### src/hw/rtl/vmpu_pkg.sv
// Shared types, constants and tables of the velocity motion pose update unit.
// Depends on nothing; every other file imports it.
`default_nettype none

package vmpu_pkg;

  localparam int POS_BITS_DEF   = 32;
  localparam int ANGLE_BITS_DEF = 16;
  localparam int MUL_W          = 64;
  localparam int DIV_W          = 64;
  localparam int GAIN_W         = 16;

  localparam logic [GAIN_W-1:0] GAIN_RESET   = 16'd655;
  localparam logic [63:0]       TURN_K       = 64'd716770142;
  localparam logic [63:0]       TWO_PI_Q30   = 64'd6746518852;
  localparam logic [31:0]       ONE_Q30      = 32'h4000_0000;
  localparam logic [63:0]       USEC_PER_SEC = 64'd1000000;
  localparam logic [2:0]        HORNER_LAST  = 3'd4;

  typedef enum logic {
    OP_MOTION = 1'b0,
    OP_ZERO   = 1'b1
  } item_op_t;

  typedef enum logic {
    CFG_GAIN_SPEED = 1'b0,
    CFG_GAIN_TURN  = 1'b1
  } cfg_idx_t;

  typedef struct packed {
    item_op_t           operation;
    logic signed [15:0] linear_speed;
    logic signed [15:0] turn_rate;
    logic [31:0]        timestamp_us;
  } in_item_t;

  typedef struct packed {
    logic signed [31:0] pose_x;
    logic signed [31:0] pose_y;
    logic [15:0]        pose_heading;
    logic               straight_move;
  } out_item_t;

  typedef struct packed {
    logic mul_start;
    logic div_start;
  } unit_req_t;

  typedef struct packed {
    logic mul_done;
    logic div_done;
  } unit_ack_t;

  typedef enum logic [4:0] {
    ST_IDLE,
    ST_DRV,
    ST_DRW,
    ST_WDT,
    ST_PW,
    ST_NUM,
    ST_PGH,
    ST_PGL,
    ST_SC_X,
    ST_SC_X2,
    ST_SC_D,
    ST_SC_M,
    ST_SC_S0,
    ST_SC_CF,
    ST_DST,
    ST_DDV,
    ST_SX,
    ST_SY,
    ST_AXM,
    ST_AXD,
    ST_AYM,
    ST_AYD,
    ST_UPD
  } seq_state_t;

  // Horner denominators of the sine and cosine series, innermost first.
  function automatic logic [63:0] horner_den(input logic cos_ph, input logic [2:0] k);
    logic [63:0] d;
    d = 64'd1;
    case (k)
      3'd0:    d = cos_ph ? 64'd132 : 64'd110;
      3'd1:    d = cos_ph ? 64'd90  : 64'd72;
      3'd2:    d = cos_ph ? 64'd56  : 64'd42;
      3'd3:    d = cos_ph ? 64'd30  : 64'd20;
      3'd4:    d = cos_ph ? 64'd12  : 64'd6;
      default: d = 64'd1;
    endcase
    return d;
  endfunction

endpackage

`default_nettype wire

### src/hw/rtl/vmpu_mul.sv
// Shift-add multiplier, one multiplier bit per cycle, full double-width product.
// Depends on vmpu_pkg.
`default_nettype none

module vmpu_mul import vmpu_pkg::*; (
  input  logic                 clk,
  input  logic                 rst,
  input  logic                 start,
  input  logic [MUL_W-1:0]     a,
  input  logic [MUL_W-1:0]     b,
  output logic                 done,
  output logic [2*MUL_W-1:0]   p
);

  localparam int CW = $clog2(MUL_W);

  logic [MUL_W-1:0] hi, lo, mcand;
  logic [CW-1:0]    cnt;
  logic             busy;
  logic [MUL_W:0]   sum;

  assign sum = {1'b0, hi} + (lo[0] ? {1'b0, mcand} : {(MUL_W+1){1'b0}});
  assign p   = {hi, lo};

  always_ff @(posedge clk) begin
    if (rst) begin
      busy <= 1'b0;
      done <= 1'b0;
      cnt  <= '0;
    end else begin
      done <= 1'b0;
      if (start) begin
        busy <= 1'b1;
        cnt  <= '0;
      end else if (busy) begin
        cnt <= cnt + 1'b1;
        if (cnt == CW'(MUL_W-1)) begin
          busy <= 1'b0;
          done <= 1'b1;
        end
      end
    end
  end

  always_ff @(posedge clk) begin
    if (start) begin
      hi    <= '0;
      lo    <= b;
      mcand <= a;
    end else if (busy) begin
      hi <= sum[MUL_W:1];
      lo <= {sum[0], lo[MUL_W-1:1]};
    end
  end

endmodule

`default_nettype wire

### src/hw/rtl/vmpu_div.sv
// Restoring divider, one quotient bit per cycle, unsigned operands.
// Depends on vmpu_pkg.
`default_nettype none

module vmpu_div import vmpu_pkg::*; (
  input  logic             clk,
  input  logic             rst,
  input  logic             start,
  input  logic [DIV_W-1:0] n,
  input  logic [DIV_W-1:0] d,
  output logic             done,
  output logic [DIV_W-1:0] q
);

  localparam int CW = $clog2(DIV_W);

  logic [DIV_W-1:0] rem, quo, dsr;
  logic [CW-1:0]    cnt;
  logic             busy;
  logic [DIV_W:0]   sh;
  logic [DIV_W+1:0] trial;

  assign sh    = {rem, quo[DIV_W-1]};
  assign trial = {1'b0, sh} - {2'b00, dsr};
  assign q     = quo;

  always_ff @(posedge clk) begin
    if (rst) begin
      busy <= 1'b0;
      done <= 1'b0;
      cnt  <= '0;
    end else begin
      done <= 1'b0;
      if (start) begin
        busy <= 1'b1;
        cnt  <= '0;
      end else if (busy) begin
        cnt <= cnt + 1'b1;
        if (cnt == CW'(DIV_W-1)) begin
          busy <= 1'b0;
          done <= 1'b1;
        end
      end
    end
  end

  always_ff @(posedge clk) begin
    if (start) begin
      rem <= '0;
      quo <= n;
      dsr <= d;
    end else if (busy) begin
      rem <= trial[DIV_W+1] ? sh[DIV_W-1:0] : trial[DIV_W-1:0];
      quo <= {quo[DIV_W-2:0], ~trial[DIV_W+1]};
    end
  end

endmodule

`default_nettype wire

### src/hw/rtl/vmpu_seq.sv
// Sequencer and datapath registers: pose state, phase terms, sine/cosine series
// and the arc or straight move, driving the shared multiplier and divider.
// Depends on vmpu_pkg.
`default_nettype none

module vmpu_seq import vmpu_pkg::*; #(
  parameter int POS_BITS   = POS_BITS_DEF,
  parameter int ANGLE_BITS = ANGLE_BITS_DEF
) (
  input  logic                 clk,
  input  logic                 rst,
  input  logic                 in_valid,
  output logic                 in_stall,
  input  in_item_t             in_data,
  output logic                 out_valid,
  input  logic                 out_stall,
  output out_item_t            out_data,
  input  logic [GAIN_W-1:0]    gain_speed,
  input  logic [GAIN_W-1:0]    gain_turn,
  output unit_req_t            req,
  input  unit_ack_t            ack,
  output logic [MUL_W-1:0]     mul_a,
  output logic [MUL_W-1:0]     mul_b,
  input  logic [2*MUL_W-1:0]   mul_p,
  output logic [DIV_W-1:0]     div_n,
  output logic [DIV_W-1:0]     div_d,
  input  logic [DIV_W-1:0]     div_q
);

  localparam logic signed [65:0] POS_MAX = (66'sd1 <<< (POS_BITS-1)) - 66'sd1;
  localparam logic signed [65:0] POS_MIN = -(66'sd1 <<< (POS_BITS-1));
  localparam logic [63:0]        HALF_LSB = 64'd1 << (63-ANGLE_BITS);

  seq_state_t state, state_next, step_target;

  // pose state
  logic [POS_BITS-1:0]   pos_x, pos_y;
  logic [ANGLE_BITS-1:0] heading;
  logic [31:0]           last_time;

  // per-item registers
  item_op_t           op;
  logic signed [15:0] v, w;
  logic [31:0]        dt;
  logic [63:0]        acc, drift, pw, pg, ang;
  logic [63:0]        dx, dy;
  logic [31:0]        x, x2, t, tmp;
  logic signed [31:0] s_r, s0, c0, s1, c1;
  logic [2:0]         k;
  logic               cos_ph, call, launched;

  logic        uses_div, busy_state, step, load;
  logic [63:0] theta, th_sum, abs_acc;
  logic [2:0]  oct;
  logic [29:0] r;
  logic [16:0] abs_v, abs_w;
  logic [31:0] abs_c0, abs_s0;
  logic [32:0] ds_x, dc_y;
  logic signed [31:0] c_fin, sn_o, cs_o;
  logic signed [65:0] sum_x, sum_y;
  logic [POS_BITS-1:0]   new_x, new_y;
  logic [ANGLE_BITS-1:0] new_h;
  logic [63:0] px64, py64;
  logic [31:0] h32;

  assign theta   = {heading, {(64-ANGLE_BITS){1'b0}}};
  assign oct     = ang[63:61];
  assign r       = oct[0] ? (30'h2000_0000 - {1'b0, ang[60:32]}) : {1'b0, ang[60:32]};
  assign abs_v   = v[15] ? (17'd0 - {1'b1, v}) : {1'b0, v};
  assign abs_w   = w[15] ? (17'd0 - {1'b1, w}) : {1'b0, w};
  assign abs_c0  = c0[31] ? (32'd0 - c0) : c0;
  assign abs_s0  = s0[31] ? (32'd0 - s0) : s0;
  assign abs_acc = acc[63] ? (64'd0 - acc) : acc;
  assign ds_x    = {s1[31], s1} - {s0[31], s0};
  assign dc_y    = {c0[31], c0} - {c1[31], c1};
  assign c_fin   = ONE_Q30 - mul_p[62:31];

  assign uses_div   = (state == ST_SC_D) || (state == ST_DDV) ||
                      (state == ST_AXD) || (state == ST_AYD);
  assign busy_state = (state != ST_IDLE) && (state != ST_UPD);
  assign step       = busy_state && launched && (uses_div ? ack.div_done : ack.mul_done);
  assign in_stall   = (state != ST_IDLE);
  assign load       = (state == ST_UPD) && (!out_valid || !out_stall);

  assign req.mul_start = busy_state && !uses_div && !launched;
  assign req.div_start = busy_state && uses_div && !launched;

  // fold the first-octant values out to the full circle
  always_comb begin
    unique case (oct)
      3'd0: begin sn_o = s_r;            cs_o = c_fin;          end
      3'd1: begin sn_o = c_fin;          cs_o = s_r;            end
      3'd2: begin sn_o = c_fin;          cs_o = 32'sd0 - s_r;   end
      3'd3: begin sn_o = s_r;            cs_o = 32'sd0 - c_fin; end
      3'd4: begin sn_o = 32'sd0 - s_r;   cs_o = 32'sd0 - c_fin; end
      3'd5: begin sn_o = 32'sd0 - c_fin; cs_o = 32'sd0 - s_r;   end
      3'd6: begin sn_o = 32'sd0 - c_fin; cs_o = s_r;            end
      3'd7: begin sn_o = 32'sd0 - s_r;   cs_o = c_fin;          end
    endcase
  end

  // operand select for the shared units
  always_comb begin
    mul_a = '0;
    mul_b = '0;
    div_n = '0;
    div_d = 64'd1;
    unique case (state)
      ST_DRV:   begin mul_a = {48'd0, gain_speed};  mul_b = {{48{v[15]}}, v};      end
      ST_DRW:   begin mul_a = {48'd0, gain_turn};   mul_b = {{48{w[15]}}, w};      end
      ST_WDT:   begin mul_a = {{48{w[15]}}, w};     mul_b = {32'd0, dt};           end
      ST_PW:    begin mul_a = acc;                  mul_b = TURN_K;                end
      ST_NUM:   begin mul_a = drift;                mul_b = {32'd0, dt};           end
      ST_PGH:   begin mul_a = 64'($signed(acc) >>> 8); mul_b = TURN_K;             end
      ST_PGL:   begin mul_a = {56'd0, acc[7:0]};    mul_b = TURN_K;                end
      ST_SC_X:  begin mul_a = {34'd0, r};           mul_b = TWO_PI_Q30;            end
      ST_SC_X2: begin mul_a = {32'd0, x};           mul_b = {32'd0, x};            end
      ST_SC_M:  begin mul_a = {32'd0, x2};          mul_b = {32'd0, t};            end
      ST_SC_S0: begin mul_a = {32'd0, x};           mul_b = {32'd0, t};            end
      ST_SC_CF: begin mul_a = {32'd0, x2};          mul_b = {32'd0, t};            end
      ST_DST:   begin mul_a = {47'd0, abs_v};       mul_b = {32'd0, dt};           end
      ST_SX:    begin mul_a = acc;                  mul_b = {32'd0, abs_c0};       end
      ST_SY:    begin mul_a = acc;                  mul_b = {32'd0, abs_s0};       end
      ST_AXM:   begin mul_a = {{48{v[15]}}, v};     mul_b = {{31{ds_x[32]}}, ds_x}; end
      ST_AYM:   begin mul_a = {{48{v[15]}}, v};     mul_b = {{31{dc_y[32]}}, dc_y}; end
      ST_SC_D:  begin
        div_n = (k == 3'd0) ? {32'd0, x2} : {32'd0, tmp};
        div_d = horner_den(cos_ph, k);
      end
      ST_DDV:   begin div_n = {acc[55:0], 8'd0};    div_d = USEC_PER_SEC;          end
      ST_AXD,
      ST_AYD:   begin div_n = abs_acc;              div_d = {37'd0, abs_w, 10'd0}; end
      default:  begin end
    endcase
  end

  // next state
  always_comb begin
    step_target = state;
    unique case (state)
      ST_DRV:   step_target = ST_DRW;
      ST_DRW:   step_target = ST_WDT;
      ST_WDT:   step_target = ST_PW;
      ST_PW:    step_target = ST_NUM;
      ST_NUM:   step_target = ST_PGH;
      ST_PGH:   step_target = ST_PGL;
      ST_PGL:   step_target = ST_SC_X;
      ST_SC_X:  step_target = ST_SC_X2;
      ST_SC_X2: step_target = ST_SC_D;
      ST_SC_D:  step_target = (k == HORNER_LAST) ? (cos_ph ? ST_SC_CF : ST_SC_S0) : ST_SC_M;
      ST_SC_M:  step_target = ST_SC_D;
      ST_SC_S0: step_target = ST_SC_D;
      ST_SC_CF: step_target = call ? ST_AXM : ((w == 16'sd0) ? ST_DST : ST_SC_X);
      ST_DST:   step_target = ST_DDV;
      ST_DDV:   step_target = ST_SX;
      ST_SX:    step_target = ST_SY;
      ST_SY:    step_target = ST_UPD;
      ST_AXM:   step_target = ST_AXD;
      ST_AXD:   step_target = ST_AYM;
      ST_AYM:   step_target = ST_AYD;
      ST_AYD:   step_target = ST_UPD;
      default:  step_target = state;
    endcase

    state_next = state;
    unique case (state)
      ST_IDLE: if (in_valid) begin
        state_next = (in_data.operation == OP_ZERO) ? ST_UPD : ST_DRV;
      end
      ST_UPD: if (load) begin
        state_next = ST_IDLE;
      end
      default: if (step) begin
        state_next = step_target;
      end
    endcase
  end

  // saturated position and rounded heading; a zero request clears the position and keeps the heading
  always_comb begin
    sum_x  = $signed({{(66-POS_BITS){pos_x[POS_BITS-1]}}, pos_x}) + $signed({{2{dx[63]}}, dx});
    sum_y  = $signed({{(66-POS_BITS){pos_y[POS_BITS-1]}}, pos_y}) + $signed({{2{dy[63]}}, dy});
    th_sum = theta + pw + pg + HALF_LSB;
    if (op == OP_ZERO) begin
      new_x = '0;
      new_y = '0;
      new_h = heading;
    end else begin
      priority if (sum_x > POS_MAX) new_x = POS_MAX[POS_BITS-1:0];
      else if (sum_x < POS_MIN)     new_x = POS_MIN[POS_BITS-1:0];
      else                          new_x = sum_x[POS_BITS-1:0];
      priority if (sum_y > POS_MAX) new_y = POS_MAX[POS_BITS-1:0];
      else if (sum_y < POS_MIN)     new_y = POS_MIN[POS_BITS-1:0];
      else                          new_y = sum_y[POS_BITS-1:0];
      new_h = th_sum[63 -: ANGLE_BITS];
    end
    px64 = {{(64-POS_BITS){new_x[POS_BITS-1]}}, new_x};
    py64 = {{(64-POS_BITS){new_y[POS_BITS-1]}}, new_y};
    h32  = {{(32-ANGLE_BITS){1'b0}}, new_h};
  end

  always_ff @(posedge clk) begin
    if (rst) begin
      state <= ST_IDLE;
    end else begin
      state <= state_next;
    end
  end

  always_ff @(posedge clk) begin
    if (rst) begin
      launched  <= 1'b0;
      out_valid <= 1'b0;
      pos_x     <= '0;
      pos_y     <= '0;
      heading   <= '0;
      last_time <= '0;
    end else begin
      if (req.mul_start || req.div_start) begin
        launched <= 1'b1;
      end else if (step) begin
        launched <= 1'b0;
      end
      if (state == ST_IDLE && in_valid && in_data.operation == OP_MOTION) begin
        last_time <= in_data.timestamp_us;
      end
      if (out_valid && !out_stall) begin
        out_valid <= 1'b0;
      end
      if (load) begin
        out_valid <= 1'b1;
        pos_x     <= new_x;
        pos_y     <= new_y;
        heading   <= new_h;
      end
    end
  end

  always_ff @(posedge clk) begin
    if (state == ST_IDLE && in_valid) begin
      op <= in_data.operation;
      v  <= in_data.linear_speed;
      w  <= in_data.turn_rate;
      dt <= in_data.timestamp_us - last_time;
    end
    if (step) begin
      unique case (state)
        ST_DRV:   acc   <= mul_p[63:0];
        ST_DRW:   drift <= 64'($signed((acc << 4) + mul_p[63:0]) >>> 8);
        ST_WDT:   acc   <= mul_p[63:0];
        ST_PW:    pw    <= mul_p[63:0];
        ST_NUM:   acc   <= mul_p[63:0];
        ST_PGH:   pg    <= mul_p[63:0];
        ST_PGL: begin
          pg   <= pg + {8'd0, mul_p[63:8]};
          ang  <= theta;
          call <= 1'b0;
        end
        ST_SC_X:  x <= mul_p[63:32];
        ST_SC_X2: begin
          x2     <= mul_p[61:30];
          k      <= 3'd0;
          cos_ph <= 1'b0;
        end
        ST_SC_D: begin
          t <= ONE_Q30 - div_q[31:0];
          if (k != HORNER_LAST) begin
            k <= k + 3'd1;
          end
        end
        ST_SC_M:  tmp <= mul_p[61:30];
        ST_SC_S0: begin
          s_r    <= mul_p[61:30];
          k      <= 3'd0;
          cos_ph <= 1'b1;
        end
        ST_SC_CF: begin
          if (call) begin
            s1 <= sn_o;
            c1 <= cs_o;
          end else begin
            s0   <= sn_o;
            c0   <= cs_o;
            ang  <= theta + pw;
            call <= 1'b1;
          end
        end
        ST_DST:   acc <= mul_p[63:0];
        ST_DDV:   acc <= div_q;
        ST_SX:    dx  <= (v[15] ^ c0[31]) ? (64'd0 - {28'd0, mul_p[65:30]})
                                          : {28'd0, mul_p[65:30]};
        ST_SY:    dy  <= (v[15] ^ s0[31]) ? (64'd0 - {28'd0, mul_p[65:30]})
                                          : {28'd0, mul_p[65:30]};
        ST_AXM:   acc <= mul_p[63:0];
        ST_AXD:   dx  <= (acc[63] ^ w[15]) ? (64'd0 - div_q) : div_q;
        ST_AYM:   acc <= mul_p[63:0];
        ST_AYD:   dy  <= (acc[63] ^ w[15]) ? (64'd0 - div_q) : div_q;
        default:  begin end
      endcase
    end
    if (load) begin
      out_data.pose_x        <= px64[31:0];
      out_data.pose_y        <= py64[31:0];
      out_data.pose_heading  <= h32[15:0];
      out_data.straight_move <= (op == OP_MOTION) && (w == 16'sd0);
    end
  end

endmodule

`default_nettype wire

### src/hw/rtl/velocity_motion_pose_update_unit.sv
// Velocity motion pose update: one request in, one pose out.
// A motion request runs a series of multiply and divide steps on the shared serial units; a
// position reset request skips them and goes from idle straight to the update and output register.
// Throughput: one request at a time; the 64-step serial multiplier and divider set the pace.
// Reset: synchronous rst zeroes pose, heading and last timestamp, gains return to 655.
// Depends on vmpu_pkg, vmpu_mul, vmpu_div and vmpu_seq.
`default_nettype none

module velocity_motion_pose_update_unit import vmpu_pkg::*; #(
  parameter int POS_BITS   = POS_BITS_DEF,
  parameter int ANGLE_BITS = ANGLE_BITS_DEF
) (
  input  logic              clk,
  input  logic              rst,
  input  logic              in_valid,
  output logic              in_stall,
  input  in_item_t          in_data,
  output logic              out_valid,
  input  logic              out_stall,
  output out_item_t         out_data,
  input  logic              cfg_write,
  input  cfg_idx_t          cfg_index,
  input  logic [GAIN_W-1:0] cfg_data
);

  // drift gains; the user must write them only while the unit is idle, the unit does not enforce it
  logic [GAIN_W-1:0] gain_speed, gain_turn;

  unit_req_t            req;
  unit_ack_t            ack;
  logic [MUL_W-1:0]     mul_a, mul_b;
  logic [2*MUL_W-1:0]   mul_p;
  logic [DIV_W-1:0]     div_n, div_d, div_q;

  always_ff @(posedge clk) begin
    if (rst) begin
      gain_speed <= GAIN_RESET;
      gain_turn  <= GAIN_RESET;
    end else if (cfg_write) begin
      unique case (cfg_index)
        CFG_GAIN_SPEED: gain_speed <= cfg_data;
        CFG_GAIN_TURN:  gain_turn  <= cfg_data;
      endcase
    end
  end

  // Sequencer: holds the pose, walks each motion request through phase terms, the
  // sine/cosine series and the move, and registers the result.
  vmpu_seq #(
    .POS_BITS   (POS_BITS),
    .ANGLE_BITS (ANGLE_BITS)
  ) u_seq (
    .clk        (clk),
    .rst        (rst),
    .in_valid   (in_valid),
    .in_stall   (in_stall),
    .in_data    (in_data),
    .out_valid  (out_valid),
    .out_stall  (out_stall),
    .out_data   (out_data),
    .gain_speed (gain_speed),
    .gain_turn  (gain_turn),
    .req        (req),
    .ack        (ack),
    .mul_a      (mul_a),
    .mul_b      (mul_b),
    .mul_p      (mul_p),
    .div_n      (div_n),
    .div_d      (div_d),
    .div_q      (div_q)
  );

  // shared serial multiplier: one bit of the multiplier per cycle
  vmpu_mul u_mul (
    .clk   (clk),
    .rst   (rst),
    .start (req.mul_start),
    .a     (mul_a),
    .b     (mul_b),
    .done  (ack.mul_done),
    .p     (mul_p)
  );

  // shared serial divider: one quotient bit per cycle
  vmpu_div u_div (
    .clk   (clk),
    .rst   (rst),
    .start (req.div_start),
    .n     (div_n),
    .d     (div_d),
    .done  (ack.div_done),
    .q     (div_q)
  );

endmodule

`default_nettype wire

### config.mk
export PLATFORM = sky130hd
export DESIGN_NAME = velocity_motion_pose_update_unit
export DESIGN_NICKNAME = d
export VERILOG_FILES = /design/src/hw/rtl/vmpu_pkg.sv /design/src/hw/rtl/vmpu_mul.sv /design/src/hw/rtl/vmpu_div.sv /design/src/hw/rtl/vmpu_seq.sv /design/src/hw/rtl/velocity_motion_pose_update_unit.sv
export SDC_FILE = /design/constraint.sdc
export NUM_CORES = 2
export LEC_CHECK = 0
export BUFFER_PORTS_ARGS = -buffer_cell sky130_fd_sc_hd__buf_4
export CAP_MARGIN = 20
export CELL_PAD_IN_SITES_DETAIL_PLACEMENT = 1
export CELL_PAD_IN_SITES_GLOBAL_PLACEMENT = 1
export CORE_MARGIN = 1.5
export CORE_UTILIZATION = 51
export DETAILED_ROUTE_END_ITERATION = 6
export HOLD_SLACK_MARGIN = 0.03
export PLACE_DENSITY = 0.84
export SYNTH_ARGS = -nofsm -noshare
export SYNTH_HDL_FRONTEND = slang
export SYNTH_SLANG_ARGS = --single-unit
### constraint.sdc
create_clock -name clk -period 10.7 [get_ports clk]
set_input_delay 0.535 -clock clk [delete_from_list [all_inputs] [get_ports clk]]
set_output_delay 0.535 -clock clk [all_outputs]
set_load 0.05 [all_outputs]
==> summary.md <==
| Metric | Value |
|---|---|
| Slew HR | 0.130 |
| Area growth syn-to-layout | 11.0% |
| Worst setup SP type | register |
| Status | complete, but fails checks |
| Synthesized cell area | 91700 µm² |
| Post-synthesis cell type count | between 90 and 100 |
| Clock root buffer | clkbuf_16 |
| Htree depth | 4 |
| Hold WC Path Type | in2reg |
| Ys async rst share | 0 |
| Worst R2R Path Depth | 15 |
| Die height | 427 µm |
| First-pass GRT wire length | 566000 µm |
| Syn Area/Cell | roughly 9.3 µm² |
| Cell with the most instances after synthesis | edfxtp_1 |
| PD cells | 227 nW/µm² |
| RR Startpoint | u_seq.pos_x[31] |
| Setup CP Type | reg2reg |
| DRT antenna net count | 0 |
| Largest net degree at the start of global routing | 89 |
| Num rows | 155 |
| Failing checks | design-rule violations |
| Placer congestion estimate | 1.02 |
| Wire length per cell | 31.2 µm |
| YS warnings | 0 |
| Number of synthesized flops with an enable pin | roughly 1100 |
| Min Clock Period, post-route | roughly 6.0 ns |
| Filler cell count | 19900 |
| Post-synthesis cell count | 9892 |
| Sequential element share of the synthesized area | 0.413 |
| Detailed Place HPWL | roughly 280000 µm |
| Share of cells above drive strength 1 | 0.0832 |
| Finished Layout Cells | 12400 |
| Capture point of the worst reg-to-reg path | u_seq.out_data[79] |
| DRT Pass-1 Iters | 7 |
| MaxCap Viol Count | 0 |
| Top cells by area, synth | edfxtp_1 (35%), ha_1 (7.9%), dfxtp_1 (6.4%) |
| Largest register by flop count | u_seq.out_data |
| Total gr overflow | 0 |
| Measured slew at the worst slew-check pin | 1.30 ns |
| Final WL | 388000 µm |
| Vias in the first global route | 85100 |
| VDD IR max | about 0.0002 V |
| Post-synth net total | approximately 11000 |
| Std-Cell Core Area | 178000 µm² |
| Port bufs | about 170 |
| Final Hold Fails | 0 |
| Max-slew violations | 0 |
| Setup TNS | 0 ns |
| Leak pwr | 39.4 nW |
| Most frequent cells after synthesis | edfxtp_1 (1065), nand2_1 (1063), o21ai_0 (790), nor2_1 (782), a21oi_1 (774) |
| Nets@finish | 10600 |
| Clk Latency, worst-skew pair | roughly 0.86 ns |
| Period utilization | 0.562 |
| Synthesis-stage register bit count | 1360 |
| DRC errors left | 109 |
| Ports | 170 |
| Crit-path max FO | 32 |
| Max frequency | 166 MHz |
| DR vias/cell | 6.80 |
| Largest area contributor in the netlist | edfxtp_1 |
| Initial antenna violation count | 46 |
| Die area | between 150000 and 200000 µm² |
| Hold path cells | 4 |
| Global Route Usage Sum | 0.416 |
| CTS tree | yes |
| Reg clk slew, reported paths | 0.06 ns |
| CP endpoint kind | register |
| CP startpoint | u_seq.pos_x[31] |
| Worst EP required | 11.23 ns |
| Max reg flops | slightly above 80 |
| Cts bufs inserted | 159 |
| Placed insts | 12000 |
| Clock skew | roughly 0.040 ns |
| Die Width | 427 µm |
| # setup viols final | 0 |
| Hold Slack | roughly 0.061 ns |
| Ys flop type | edfxtp_1 |
| Crit path arrival time | 6.54 ns |
| Top-area cell type share of the netlist area | 0.349 |
| Worst setup path endpoint | u_seq.out_data[79] |
| CTS Buffer Depth | 3 |
| FF-to-FF setup slack | 4.69 ns |
| Total vias in the final route | 84600 |
| Starting density of the core | 0.514 |
| Clock sinks | 1360 |
| DRT iter0 DRCs | just over 10000 |
| Post-route total power | 0.0231 W |
| Unrepaired setup endpoints after global routing | false |
[critical path: stages, from the launching register on]
cell	delay, ns
dfxtp_1	0.88
ha_1	0.46
a21oi_1	0.22
o21ai_0	0.16
nand2b_1	0.12
o21ai_0	0.11
a2111o_1	0.53
a21o_1	0.22
a41oi_1	0.20
nand3b_1	0.16
or4_1	0.54
or4b_1	0.59
o41ai_4	0.36
buf_4	0.36
or2_2	0.51
o21ai_0	0.22
[through the flow]
stage	instance area (µm²)	util	worst slack, ns
final	102000	0.570	4.69
after detailed placement	95400	0.535	4.70
after floorplan	91700	-	2.19
after global routing	102000	0.570	4.39
after CTS	102000	0.569	4.68
after global placement	95400	0.534	4.86
[layout by cell type, fill, tap and decap left out, types with 188 or more instances in the layout]
cell | Yosys | final
a21o_1 | 261 | 261
a21oi_1 | 774 | 770
buf_4 | 0 | 347
dfxtp_1 | 295 | 293
edfxtp_1 | 1065 | 1065
ha_1 | 582 | 582
inv_1 | 305 | 301
nand2_1 | 1063 | 1059
nand3_1 | 188 | 188
nor2_1 | 782 | 765
nor3_1 | 204 | 198
o21ai_0 | 790 | 790
xnor2_1 | 531 | 529
xor2_1 | 300 | 295
[layout make-up]
type / count / area [µm²] / share of cell area
Clock buffer: 206 / 4410 / 0.0434
Timing Repair Buffer: 433 / 3490 / 0.0343
Multi-Input combinational cell: 7662 / 50800 / 0.499
Sequential cell: 1360 / 37900 / 0.373
Tap cell: 2355 / 2950 / 0.0290
Inverter: 308 / 1160 / 0.0114
Antenna cell: 30 / 75.1 / 0.000738
Clock inverter: 84 / 945 / 0.00929
[cells by family (layout without fill, tap and decap cells)]
| group | after synthesis | in the layout | synth area share |
|---|---|---|---|
| buffers and inverters | 870 | 1031 | 0.0360 |
| XOR/XNOR | 831 | 831 | 0.0794 |
| AO/OA/AOI/OAI | 2921 | 2921 | 0.205 |
| AND/OR/NAND/NOR | 3111 | 3111 | 0.160 |
| multiplexers | 207 | 207 | 0.0250 |
| adder cells (fa/ha/maj) | 591 | 591 | 0.0814 |
| flip-flops | 1360 | 1360 | 0.413 |
| other | 1 | 31 | 0.0000409 |
[how the worst min path moves through the flow]
stage,start,end
floorplan,u_seq.pos_x[0],u_seq.pos_x[0]
global placement,u_seq.pos_x[23],u_seq.pos_x[23]
detailed placement,u_seq.last_time[15],u_seq.last_time[15]
CTS,cfg_index,gain_speed[13]
global route,cfg_index,gain_speed[6]
finish,cfg_index,gain_speed[6]
[report_power, final]
| group | switching (W) | internal [W] | leakage (nW) |
|---|---|---|---|
| Clock | 0.00246 | 0.00331 | 2.62 |
| Combinational | 0.00644 | 0.00300 | 24.6 |
| Sequential | 0.000914 | 0.00695 | 12.1 |
| Total | 0.00981 | 0.0133 | 39.4 |
[per-layer routing]
layer,vias to the layer above,wire length (µm),GRT usage
li1,36800,-,-
met1,42000,147000,0.514
met2,4515,171000,0.639
met3,1170,39100,0.106
met4,32,31100,0.287
met5,-,242,0
[timing repair]
action                    in CTS  in global routing
hold buffers                  81                  0
hold endpoints to repair      97                  0
resized for setup              0                  0
buffers inserted               0                  0
Power figures use the tool's default switching activity.
